--- src/ehpd_pkg.sv ---
// Package for the extruder heater PD control unit.
// Holds the field widths, mode and register codes, reset values and shared structs.
// It has no dependencies. The top level and the update stage import it.
package ehpd_pkg;

  // Field widths.
  localparam int unsigned TempW    = 13;
  localparam int unsigned DutyW    = 16;
  localparam int unsigned CntW     = 16;
  localparam int unsigned GainW    = 16;
  localparam int unsigned ErrW     = 14;  // setpoint - measured, signed
  localparam int unsigned PrevErrW = 15;  // held error, signed
  localparam int unsigned ProdPW   = 31;  // err * kp, signed
  localparam int unsigned CfgIdxW  = 4;
  localparam int unsigned CfgDataW = 16;
  localparam int unsigned ModeW    = 2;

  // The compare value that turns the heater off.
  localparam logic [DutyW-1:0] DUTY_OFF = 16'hFFFF;

  // Result mode codes.
  localparam logic [ModeW-1:0] MODE_DISABLED  = 2'd0;
  localparam logic [ModeW-1:0] MODE_OVERSHOOT = 2'd1;
  localparam logic [ModeW-1:0] MODE_BOOST     = 2'd2;
  localparam logic [ModeW-1:0] MODE_PD        = 2'd3;

  // Configuration register indexes.
  localparam logic [CfgIdxW-1:0] REG_KP           = 4'd0;
  localparam logic [CfgIdxW-1:0] REG_KD           = 4'd1;
  localparam logic [CfgIdxW-1:0] REG_MIN_SETPOINT = 4'd2;
  localparam logic [CfgIdxW-1:0] REG_DUTY_FLOOR   = 4'd3;
  localparam logic [CfgIdxW-1:0] REG_BOOST_DUTY   = 4'd4;
  localparam logic [CfgIdxW-1:0] REG_SETTLE_BAND  = 4'd5;
  localparam logic [CfgIdxW-1:0] REG_COOL_BAND    = 4'd6;
  localparam logic [CfgIdxW-1:0] REG_BOOST_BAND   = 4'd7;

  // Configuration reset values.
  localparam logic [GainW-1:0] KP_RESET           = 16'd150;
  localparam logic [GainW-1:0] KD_RESET           = 16'd7000;
  localparam logic [TempW-1:0] MIN_SETPOINT_RESET = 13'd2400;
  localparam logic [DutyW-1:0] DUTY_FLOOR_RESET   = 16'd55000;
  localparam logic [DutyW-1:0] BOOST_DUTY_RESET   = 16'd50000;
  localparam logic [TempW-1:0] SETTLE_BAND_RESET  = 13'd32;
  localparam logic [TempW-1:0] COOL_BAND_RESET    = 13'd80;
  localparam logic [TempW-1:0] BOOST_BAND_RESET   = 13'd320;

  // Configuration register file contents.
  typedef struct packed {
    logic [GainW-1:0] kp;
    logic [GainW-1:0] kd;
    logic [TempW-1:0] min_setpoint;
    logic [DutyW-1:0] duty_floor;
    logic [DutyW-1:0] boost_duty;
    logic [TempW-1:0] settle_band;
    logic [TempW-1:0] cool_band;
    logic [TempW-1:0] boost_band;
  } cfg_t;

  // One tick after the input register: enable flag, error and proportional product.
  typedef struct packed {
    logic                     enable;
    logic signed [ErrW-1:0]   err;
    logic signed [ProdPW-1:0] prod_p;
  } item_t;

  // Loop state carried from tick to tick.
  typedef struct packed {
    logic [DutyW-1:0]           duty;
    logic signed [PrevErrW-1:0] prev_err;
    logic [CntW-1:0]            settle_cnt;
  } loop_state_t;

endpackage

--- src/ehpd_pd_step.sv ---
// Update stage of the extruder heater PD control unit.
// Combinational: from one registered tick and the loop state it forms the next state and mode.
// Depends on ehpd_pkg.
module ehpd_pd_step import ehpd_pkg::*; (
  input  cfg_t             cfg_i,
  input  item_t            item_i,
  input  loop_state_t      state_i,
  output loop_state_t      state_o,
  output logic [ModeW-1:0] mode_o
);

  logic [TempW-1:0]           mag;
  logic                       in_band;
  logic signed [PrevErrW-1:0] err_ext;
  logic signed [PrevErrW-1:0] cool_neg;
  logic signed [PrevErrW-1:0] boost_lim;
  logic                       overshoot;
  logic                       boost;
  logic signed [15:0]         diff;
  logic signed [16:0]         kd_s;
  logic signed [32:0]         prod_d;
  logic signed [32:0]         num;
  logic signed [32:0]         num_adj;
  logic signed [32:0]         delta;
  logic signed [33:0]         nd;
  logic [DutyW-1:0]           pd_duty;

  // Error magnitude and band tests.
  assign mag       = item_i.err[ErrW-1] ? TempW'(-item_i.err) : item_i.err[TempW-1:0];
  assign in_band   = (mag < cfg_i.settle_band);
  assign err_ext   = PrevErrW'(item_i.err);
  assign cool_neg  = -$signed({2'b00, cfg_i.cool_band});
  assign boost_lim = $signed({2'b00, cfg_i.boost_band});
  assign overshoot = (err_ext < cool_neg);
  assign boost     = (err_ext > boost_lim);

  // Incremental PD step: the derivative product, less the registered proportional product.
  assign diff    = 16'(state_i.prev_err) - 16'(item_i.err);
  assign kd_s    = $signed({1'b0, cfg_i.kd});
  assign prod_d  = 33'(diff) * 33'(kd_s);
  assign num     = prod_d - 33'(item_i.prod_p);
  // Divide by 16 with truncation toward zero.
  assign num_adj = num + (num[32] ? 33'sd15 : 33'sd0);
  assign delta   = num_adj >>> 4;
  assign nd      = $signed({18'd0, state_i.duty}) + 34'(delta);

  // Clamp to [duty_floor, off]; a negative sum always falls below the floor.
  always_comb begin
    if (nd < $signed({18'd0, cfg_i.duty_floor})) begin
      pd_duty = cfg_i.duty_floor;
    end else if (nd > $signed({18'd0, DUTY_OFF})) begin
      pd_duty = DUTY_OFF;
    end else begin
      pd_duty = nd[DutyW-1:0];
    end
  end

  // Case selection.
  always_comb begin
    state_o = state_i;
    mode_o  = MODE_DISABLED;
    if (!item_i.enable) begin
      state_o.duty = DUTY_OFF;
      mode_o       = MODE_DISABLED;
    end else begin
      if (in_band) begin
        if (state_i.settle_cnt != {CntW{1'b1}}) begin
          state_o.settle_cnt = state_i.settle_cnt + 1'b1;
        end
      end else begin
        state_o.settle_cnt = '0;
      end
      if (overshoot) begin
        state_o.duty = DUTY_OFF;
        mode_o       = MODE_OVERSHOOT;
      end else if (boost) begin
        state_o.duty = cfg_i.boost_duty;
        mode_o       = MODE_BOOST;
      end else begin
        state_o.duty     = pd_duty;
        state_o.prev_err = err_ext;
        mode_o           = MODE_PD;
      end
    end
  end

endmodule

--- src/extruder_heater_pd_control_unit.sv ---
// Extruder heater PD control unit: two-register pipeline from input transfer to result.
// Flow: a tick loads the input register at its input transfer, then the result register
// once that is free, and transfers out when the output is ready. Throughput: one tick per
// cycle unless the output stalls; the update register closes the duty and error loop.
// Reset: pipeline valid flags, duty, held error and settle counter clear to zero; the
// configuration registers return to their default gains, bands and duty limits.
// Depends on ehpd_pkg and ehpd_pd_step.
module extruder_heater_pd_control_unit import ehpd_pkg::*; (
  input  logic                clk_i,
  input  logic                rst_ni,
  // Configuration write channel.
  input  logic                cfg_valid_i,
  output logic                cfg_ready_o,
  input  logic [CfgIdxW-1:0]  cfg_index_i,
  input  logic [CfgDataW-1:0] cfg_data_i,
  // Input channel.
  input  logic                in_valid_i,
  output logic                in_ready_o,
  input  logic [TempW-1:0]    setpoint_i,
  input  logic [TempW-1:0]    measured_i,
  // Result channel.
  output logic                out_valid_o,
  input  logic                out_ready_i,
  output logic [DutyW-1:0]    duty_o,
  output logic [CntW-1:0]     settle_count_o,
  output logic [ModeW-1:0]    mode_o
);

  cfg_t             cfg_q;
  logic             s1_valid_q;
  item_t            s1_item_q;
  item_t            s1_item_d;
  logic             out_valid_q;
  logic [ModeW-1:0] mode_q;
  logic [ModeW-1:0] mode_d;
  loop_state_t      state_q;
  loop_state_t      state_d;
  logic             out_free;
  logic             s1_adv;
  logic             in_xfer;
  logic signed [16:0] kp_s;

  // Configuration register file; writes are always taken.
  assign cfg_ready_o = 1'b1;

  always_ff @(posedge clk_i or negedge rst_ni) begin
    if (!rst_ni) begin
      cfg_q.kp           <= KP_RESET;
      cfg_q.kd           <= KD_RESET;
      cfg_q.min_setpoint <= MIN_SETPOINT_RESET;
      cfg_q.duty_floor   <= DUTY_FLOOR_RESET;
      cfg_q.boost_duty   <= BOOST_DUTY_RESET;
      cfg_q.settle_band  <= SETTLE_BAND_RESET;
      cfg_q.cool_band    <= COOL_BAND_RESET;
      cfg_q.boost_band   <= BOOST_BAND_RESET;
    end else if (cfg_valid_i) begin
      case (cfg_index_i)
        REG_KP:           cfg_q.kp           <= cfg_data_i;
        REG_KD:           cfg_q.kd           <= cfg_data_i;
        REG_MIN_SETPOINT: cfg_q.min_setpoint <= cfg_data_i[TempW-1:0];
        REG_DUTY_FLOOR:   cfg_q.duty_floor   <= cfg_data_i;
        REG_BOOST_DUTY:   cfg_q.boost_duty   <= cfg_data_i;
        REG_SETTLE_BAND:  cfg_q.settle_band  <= cfg_data_i[TempW-1:0];
        REG_COOL_BAND:    cfg_q.cool_band    <= cfg_data_i[TempW-1:0];
        REG_BOOST_BAND:   cfg_q.boost_band   <= cfg_data_i[TempW-1:0];
        default: ;
      endcase
    end
  end

  // Pipeline flow control: the result register frees when empty or when its transfer completes.
  assign out_free   = !out_valid_q || out_ready_i;
  assign s1_adv     = s1_valid_q && out_free;
  assign in_ready_o = !s1_valid_q || out_free;
  assign in_xfer    = in_valid_i && in_ready_o;

  // Input stage: enable test, error and the proportional product.
  assign kp_s             = $signed({1'b0, cfg_q.kp});
  assign s1_item_d.enable = (setpoint_i >= cfg_q.min_setpoint);
  assign s1_item_d.err    = $signed({1'b0, setpoint_i}) - $signed({1'b0, measured_i});
  assign s1_item_d.prod_p = ProdPW'(s1_item_d.err) * ProdPW'(kp_s);

  always_ff @(posedge clk_i or negedge rst_ni) begin
    if (!rst_ni) begin
      s1_valid_q <= 1'b0;
    end else if (in_ready_o) begin
      s1_valid_q <= in_valid_i;
    end
  end

  always_ff @(posedge clk_i) begin
    if (in_xfer) begin
      s1_item_q <= s1_item_d;
    end
  end

  // Update stage.
  ehpd_pd_step u_pd_step (
    .cfg_i   (cfg_q),
    .item_i  (s1_item_q),
    .state_i (state_q),
    .state_o (state_d),
    .mode_o  (mode_d)
  );

  // Loop state doubles as the result register for duty and settle count.
  always_ff @(posedge clk_i or negedge rst_ni) begin
    if (!rst_ni) begin
      state_q     <= '0;
      out_valid_q <= 1'b0;
    end else begin
      if (out_free) begin
        out_valid_q <= s1_valid_q;
      end
      if (s1_adv) begin
        state_q <= state_d;
      end
    end
  end

  always_ff @(posedge clk_i) begin
    if (s1_adv) begin
      mode_q <= mode_d;
    end
  end

  assign out_valid_o    = out_valid_q;
  assign duty_o         = state_q.duty;
  assign settle_count_o = state_q.settle_cnt;
  assign mode_o         = mode_q;

endmodule

--- config.mk ---
export PLATFORM = sky130hd
export DESIGN_NAME = extruder_heater_pd_control_unit
export DESIGN_NICKNAME = d
export VERILOG_FILES = /design/src/ehpd_pkg.sv /design/src/ehpd_pd_step.sv /design/src/extruder_heater_pd_control_unit.sv
export SDC_FILE = /design/constraint.sdc
export NUM_CORES = 2
export LEC_CHECK = 0
export BUFFER_PORTS_ARGS = -buffer_cell sky130_fd_sc_hd__buf_2
export CORE_MARGIN = 2
export CORE_UTILIZATION = 50
export CTS_CLUSTER_SIZE = 8
export DETAILED_ROUTE_END_ITERATION = 16
export PLACE_DENSITY = 0.66
export SLEW_MARGIN = 25
export SYNTH_ARGS = -nofsm -noshare
export SYNTH_HDL_FRONTEND = slang
export SYNTH_SLANG_ARGS = --single-unit
--- constraint.sdc ---
create_clock -name clk_i -period 27.7 [get_ports clk_i]
set_input_delay 5.54 -clock clk_i [delete_from_list [all_inputs] [get_ports clk_i]]
set_output_delay 5.54 -clock clk_i [all_outputs]
set_load 0.02 [all_outputs]
Word-level counts from Yosys, hierarchy flattened
Index checks and enable logic that the tools add are counted.

Bits in registers: 212. Word-level logic and storage cells: 75.

Add/subtract/negate cells: 8. Multiply operators: 2. $lt $le $gt $ge: 6. Eq/ne operators: 9. Multiplexer cells: 11. Bitwise gates (word level): 3. Reduce and logical (&&, ||, !) cells: 18.

Operators with widths (number): two-way mux 16 bit (7); > comparator 34 x 17 -> 1 bit (second input constant) (1); less-than comparator 34 x 17 -> 1 bit (1); adder 33 x 5 -> 33 bit (1); subtractor 33 x 31 -> 33 bit (1); multiplier 15 x 17 -> 32 bit (1); multiplier 14 x 17 -> 31 bit (1); adder 17 x 29 -> 30 bit (1); adder 16 x 1 -> 16 bit (second input constant) (1); == test 4 x 3 -> 1 bit (second input constant) (4); != test 16 bit (second input constant) (1); AND reduction 2 bit (8); less-than comparator 14 x 15 -> 1 bit (1); negation 13 -> 15 bit (1); subtractor 14 x 14 -> 15 bit (1); > comparator 14 bit (1); subtractor 13 x 13 -> 14 bit (1); greater-or-equal comparator 13 bit (1); less-than comparator 13 bit (1); two-way mux 13 bit (1); negation 13 bit (1); == test 4 x 2 -> 1 bit (second input constant) (2); == test 4 x 1 -> 1 bit (second input constant) (1); zero test 4 bit (1); other kinds (10) (16).

Longest topological paths before layout
Word-level depth: 12. Mapped depth: 70. Depth with buffers taken out: 68.

Hierarchy
A second synthesis with hierarchy kept.

Cells, all modules: 3492. Area total of the unflattened synthesis: 32494.9 um^2.

By module, submodules not included: extruder_heater_pd_control_unit (times used 1, cells an instance 1565, area each 17260.3 um^2, sequential area each 5614.1 um^2); ehpd_pd_step (times used 1, cells an instance 1927, area each 15234.6 um^2, sequential area each 0.0 um^2).

Least setup slack after synthesis
No wires, ideal clock.

Path type: input to register. Start: input setpoint_i[0]. End: register s1_item_q[30] (netlist name) (data pin). Data arrival time: 13.777 ns. Required time: 27.441 ns. Setup slack: 13.663 ns. Cell stages on the path: 39. Path buffers: 1. Cell sequence: inv_1 ha_1 inv_1 fa_1 nand2_1 nand2_1 a21oi_1 o21ai_0 a21oi_1 o21ai_0 a21oi_1 o21ai_0 a21oi_1 o21bai_1 a21oi_1 xnor2_1 clkbuf_1 nand2_1 [... 3 more ...] fa_1 inv_1 fa_1 inv_1 fa_1 fa_1 ha_1 or2_2 a21oi_1 o31ai_1 o21ai_0 o21ai_0 o41ai_1 o21ai_0 o21ai_0 nand2b_1 a21oi_1 xnor2_1.

RTL lines: start: declaration (RTL line extruder_heater_pd_control_unit.sv:19) `input logic [TempW-1:0] setpoint_i,`; end signal: assignment (RTL line extruder_heater_pd_control_unit.sv:93) `s1_item_q <= s1_item_d;`; end: declaration (RTL line extruder_heater_pd_control_unit.sv:31) `item_t s1_item_q;`.

Worst setup path after layout
Start: register s1_item_q[33] (netlist name). End: register state_q, in the netlist duty_o[1].

Cells in the longest elaborated chain, start to end: 12. Elaborated cells between the ends (all ways): 15. Classes of those cells: add/sub (4); mul (1); order compare (4); mux (6).

Ends and longest elaborated chain: subtractor 14 x 14 -> 15 bit (RTL line ehpd_pd_step.sv:38) `assign diff = 16'(state_i.prev_err) - 16'(item_i.err);`; multiplier 15 x 17 -> 32 bit (RTL line ehpd_pd_step.sv:40) `assign prod_d = 33'(diff) * 33'(kd_s);`; subtractor 33 x 31 -> 33 bit (RTL line ehpd_pd_step.sv:41) `assign num = prod_d - 33'(item_i.prod_p);`; two-way mux 4 bit (RTL line ehpd_pd_step.sv:43) `assign num_adj = num + (num[32] ? 33'sd15 : 33'sd0);`; adder 33 x 5 -> 33 bit (RTL line ehpd_pd_step.sv:43); adder 17 x 29 -> 30 bit (RTL line ehpd_pd_step.sv:45) `assign nd = $signed({18'd0, state_i.duty}) + 34'(delta);`; > comparator 34 x 17 -> 1 bit (RTL line ehpd_pd_step.sv:51) `end else if (nd > $signed({18'd0, DUTY_OFF})) begin`; two-way mux 16 bit (RTL line ehpd_pd_step.sv:51); two-way mux 16 bit (RTL line ehpd_pd_step.sv:49) `if (nd < $signed({18'd0, cfg_i.duty_floor})) begin`; two-way mux 16 bit (RTL line ehpd_pd_step.sv:76) `end else if (boost) begin`; two-way mux 16 bit * (RTL line ehpd_pd_step.sv:73) `if (overshoot) begin`; two-way mux 16 bit * (RTL line ehpd_pd_step.sv:62) `if (!item_i.enable) begin`; end signal: assignment (RTL line extruder_heater_pd_control_unit.sv:116) `state_q <= state_d;`; end: declaration (RTL line extruder_heater_pd_control_unit.sv:36) `loop_state_t state_q;`.

Every way passes the cells marked *; elsewhere a longest branch is shown, timed or not. A chain may end at the register's enable or synchronous reset.

==> summary.md <==
| Metric | Value |
|---|---|
| Status | `complete, no violations` |
| Max incr delay on CP | `740 ps` |
| Final WS setup | `11580 ps` |
| Cts repair resizes | `0` |
| Sink Count | `212` |
| Pre-CTS setup slack | `11720 ps` |
| Hold Crit Class | `reg -> reg` |
| FF-to-FF Start | `s1_item_q[33]` |
| Die H | `251 um` |
| CP max-delay cell | `and2_1` |
| TritonRoute pass-1 iters | `7` |
| Largest net degree at the start of global routing | `90` |
| Most common cell after layout, fill and taps aside | `inv_1` |
| # hold bufs at CTS | `0` |
| FF+latch count, synth | `212` |
| Setup-failing EPs final | `0` |
| Dominant synthesized flop cell | `dfrtp_1` |
| Starting utilization of the core area | `50.4%` |
| Clk_lat worst skew | `560 ps` |
| IO Count | `88` |
| Synth unique cells | `94` |
| Largest fanout on the critical path | `17` |
| Routed WL per cell | `18.1 um` |
| CTS tree | `yes` |
| Part of the cycle the worst path needs | `58.2%` |
| Die Wd | `251 um` |
| First-pass GRT wire length | `121000 um` |
| YS warnings | `0` |
| GR Overflow Total | `0` |
| Critical Path End Type | `flop` |
| Root buf cell | `clkbuf_16` |
| Slew Limit Headroom | `31.7%` |
| Adder-Cell Fraction of Synth Area | `38.4%` |
| Maximum clock rate | `0.0621 GHz` |
| Vias in the first global route | `22.4k` |
| Row cnt | `90` |
| Vias | `22.4k` |
| Clk slew on worst S/H paths | `50 ps` |
| Arrival time at the worst endpoint | `16510 ps` |
| Simple-Gate Fraction of Synth Area | `15.8%` |
| Mapped Nets | `4066` |
| Port Buffers | `86` |
| Post-synthesis mux area share | `3.96%` |
| WS Path Type | `reg -> reg` |
| Final Hold Fails | `0` |
| Multi-input logic area | `0.0221 sq mm` |
| Hold Startpoint | `s1_valid_q` |
| Crit path time final | `16120 ps` |
| Synth Area in Compound Gates | `9.91%` |
| Share of cells above drive strength 1 | `10.3%` |
| Asr flop ratio synth | `77.4%` |
| Largest family of logic cells by synthesized area | `adder cells` |
| Inserted Clock Buffers | `31` |
| Final ANT Viol Nets | `0` |
| RSZ-0062 raised after global routing | `no` |
| Max-slew violations | `0` |
| Syn Inst Count | `3293` |
| Fillers | `5504` |
| Post-DP HPWL | `59000 um` |
| Sequential element share of the synthesized area | `18.4%` |
| Max_cap viols | `0` |
| Most frequent cell on the critical path | `fa_1` |
| CTS H-Tree Depth | `1` |
| Post-CTS Setup Bufs | `0` |
| Worst setup SP type | `flop` |
| CP startpoint | `s1_item_q[33]` |
| Routed wire length | `74400 um` |
| Drt drc | `0` |
| Drt initial violations | `1382` |
| EDFF count, synth | `48` |
| Final #Nets | `4085` |
| Most frequent cells in the layout | `560 x inv_1, 371 x ha_1, 351 x fa_1, 328 x nand2_1, 199 x and2_1` |
| Placeable core area | `0.0602 sq mm` |
| Worst Max-Slew Pin Slew | `1030 ps` |
| Gr usage total | `24.3%` |
| GPL Wtd Cong | `0.873` |
| Vias per cell | `5.44` |
| Mapped Area | `0.0304 sq mm` |
| Post-Synth XOR/XNOR Area | `4.41%` |
| Clock tree buffer depth | `3` |
| Storage element area | `0.00559 sq mm` |
| Layout area overhead | `6.39%` |
| Fin util | `53.7%` |
| Setup TNS | `0 ps` |
| Die ar. | `0.0628 sq mm` |
| Initial antenna violation count | `4` |
| Skew final | `9.96 ps` |
| Synthesized area per cell | `9.23 sq um` |
| Worst EP required | `28090 ps` |
-- final timing paths --
check	slack, ps	endpoint	cells after the start
worst max-delay path	11580	duty_o[1]	63
worst max register to register	11580	duty_o[1]	63
max in group asynchronous	21420	cfg_q[115]	2
worst min-delay path	500	out_valid_o	1
worst min register to register	500	out_valid_o	1
min in group asynchronous	5050	cfg_q[36]	1
-- routing by layer --
layer  global-route usage, %  up-vias  part of all wire, %
li1                        -    10700                    -
met1                    35.8    11100                   47
met2                    38.9      522                   46
met3                    2.74       88                  5.3
met4                    4.72        0                  2.0
met5                       0        -                    0
-- area by class of cell --
type | count | share of cell area, %
clock inverters | 2 | 0.0503
well taps | 782 | 3.03
repair buffers | 114 | 2.04
diodes | 2 | 0.0155
flip-flops and latches | 212 | 17.3
multi-input cells | 2392 | 68.3
clock buffers | 54 | 2.73
inverters | 561 | 6.51
-- sequential cells by signal (all words and copies together) (netlist names) --
| signal | flops |
|---|---|
| out_valid_o | 1 |
| mode_o | 2 |
| state_q | 14 |
| s1_item_q | 46 |
| settle_count_o | 16 |
| duty_o | 16 |
| s1_valid_q | 1 |
| cfg_q | 116 |
-- through the flow --
stage / hold slack, ps / cell area, sq um / std cells
6_report: 496 / 32300 / 4119
5_1_grt: 515 / 32300 / 4118
4_1_cts: 500 / 32300 / 4117
3_5_place_dp: 488 / 31400 / 4061
3_3_place_gp: 462 / 31400 / 4060
2_1_floorplan: 449 / 30400 / 3293
-- worst max-delay path, delay by kind of cell (launching register included) --
| family | cells | cell delay, ps |
|---|---|---|
| AO/OA/AOI/OAI | 30 | 6760 |
| adder cells (fa/ha/maj) | 10 | 4500 |
| AND/OR/NAND/NOR | 15 | 3170 |
| buffers and inverters | 5 | 560 |
| flip-flops | 1 | 450 |
| XOR/XNOR | 2 | 350 |
| multiplexers | 1 | 110 |
-- Yosys cell counts (all sizes together) (43+ instances only) --
cell    instances  area (sq um)
nand2b         43           269
mux2           90          1010
nor2          129           484
clkbuf         83           312
fa            351          7030
xor2           51           447
a21oi         110           599
a21o           60           450
buf            45           335
edfxtp         48          1440
dfrtp         129          3230
o21ai         118           613
xnor2         101           892
nor2b          50           313
and2          202          1260
ha            371          4640
nand2         329          1240
inv           561          2110
-- kinds of logic (layout without fill, tap and decap cells) --
family                   after synthesis  in the layout
other                                  1              3
XOR/XNOR                             152            152
adder cells (fa/ha/maj)              723            723
flip-flops                           212            212
buffers and inverters                689            731
AND/OR/NAND/NOR                      952            952
multiplexers                         109            109
AO/OA/AOI/OAI                        455            455
Power is left out: the tool's default activity adds up to more than one toggle a clock period on the data nets, which glitch-free logic cannot reach.
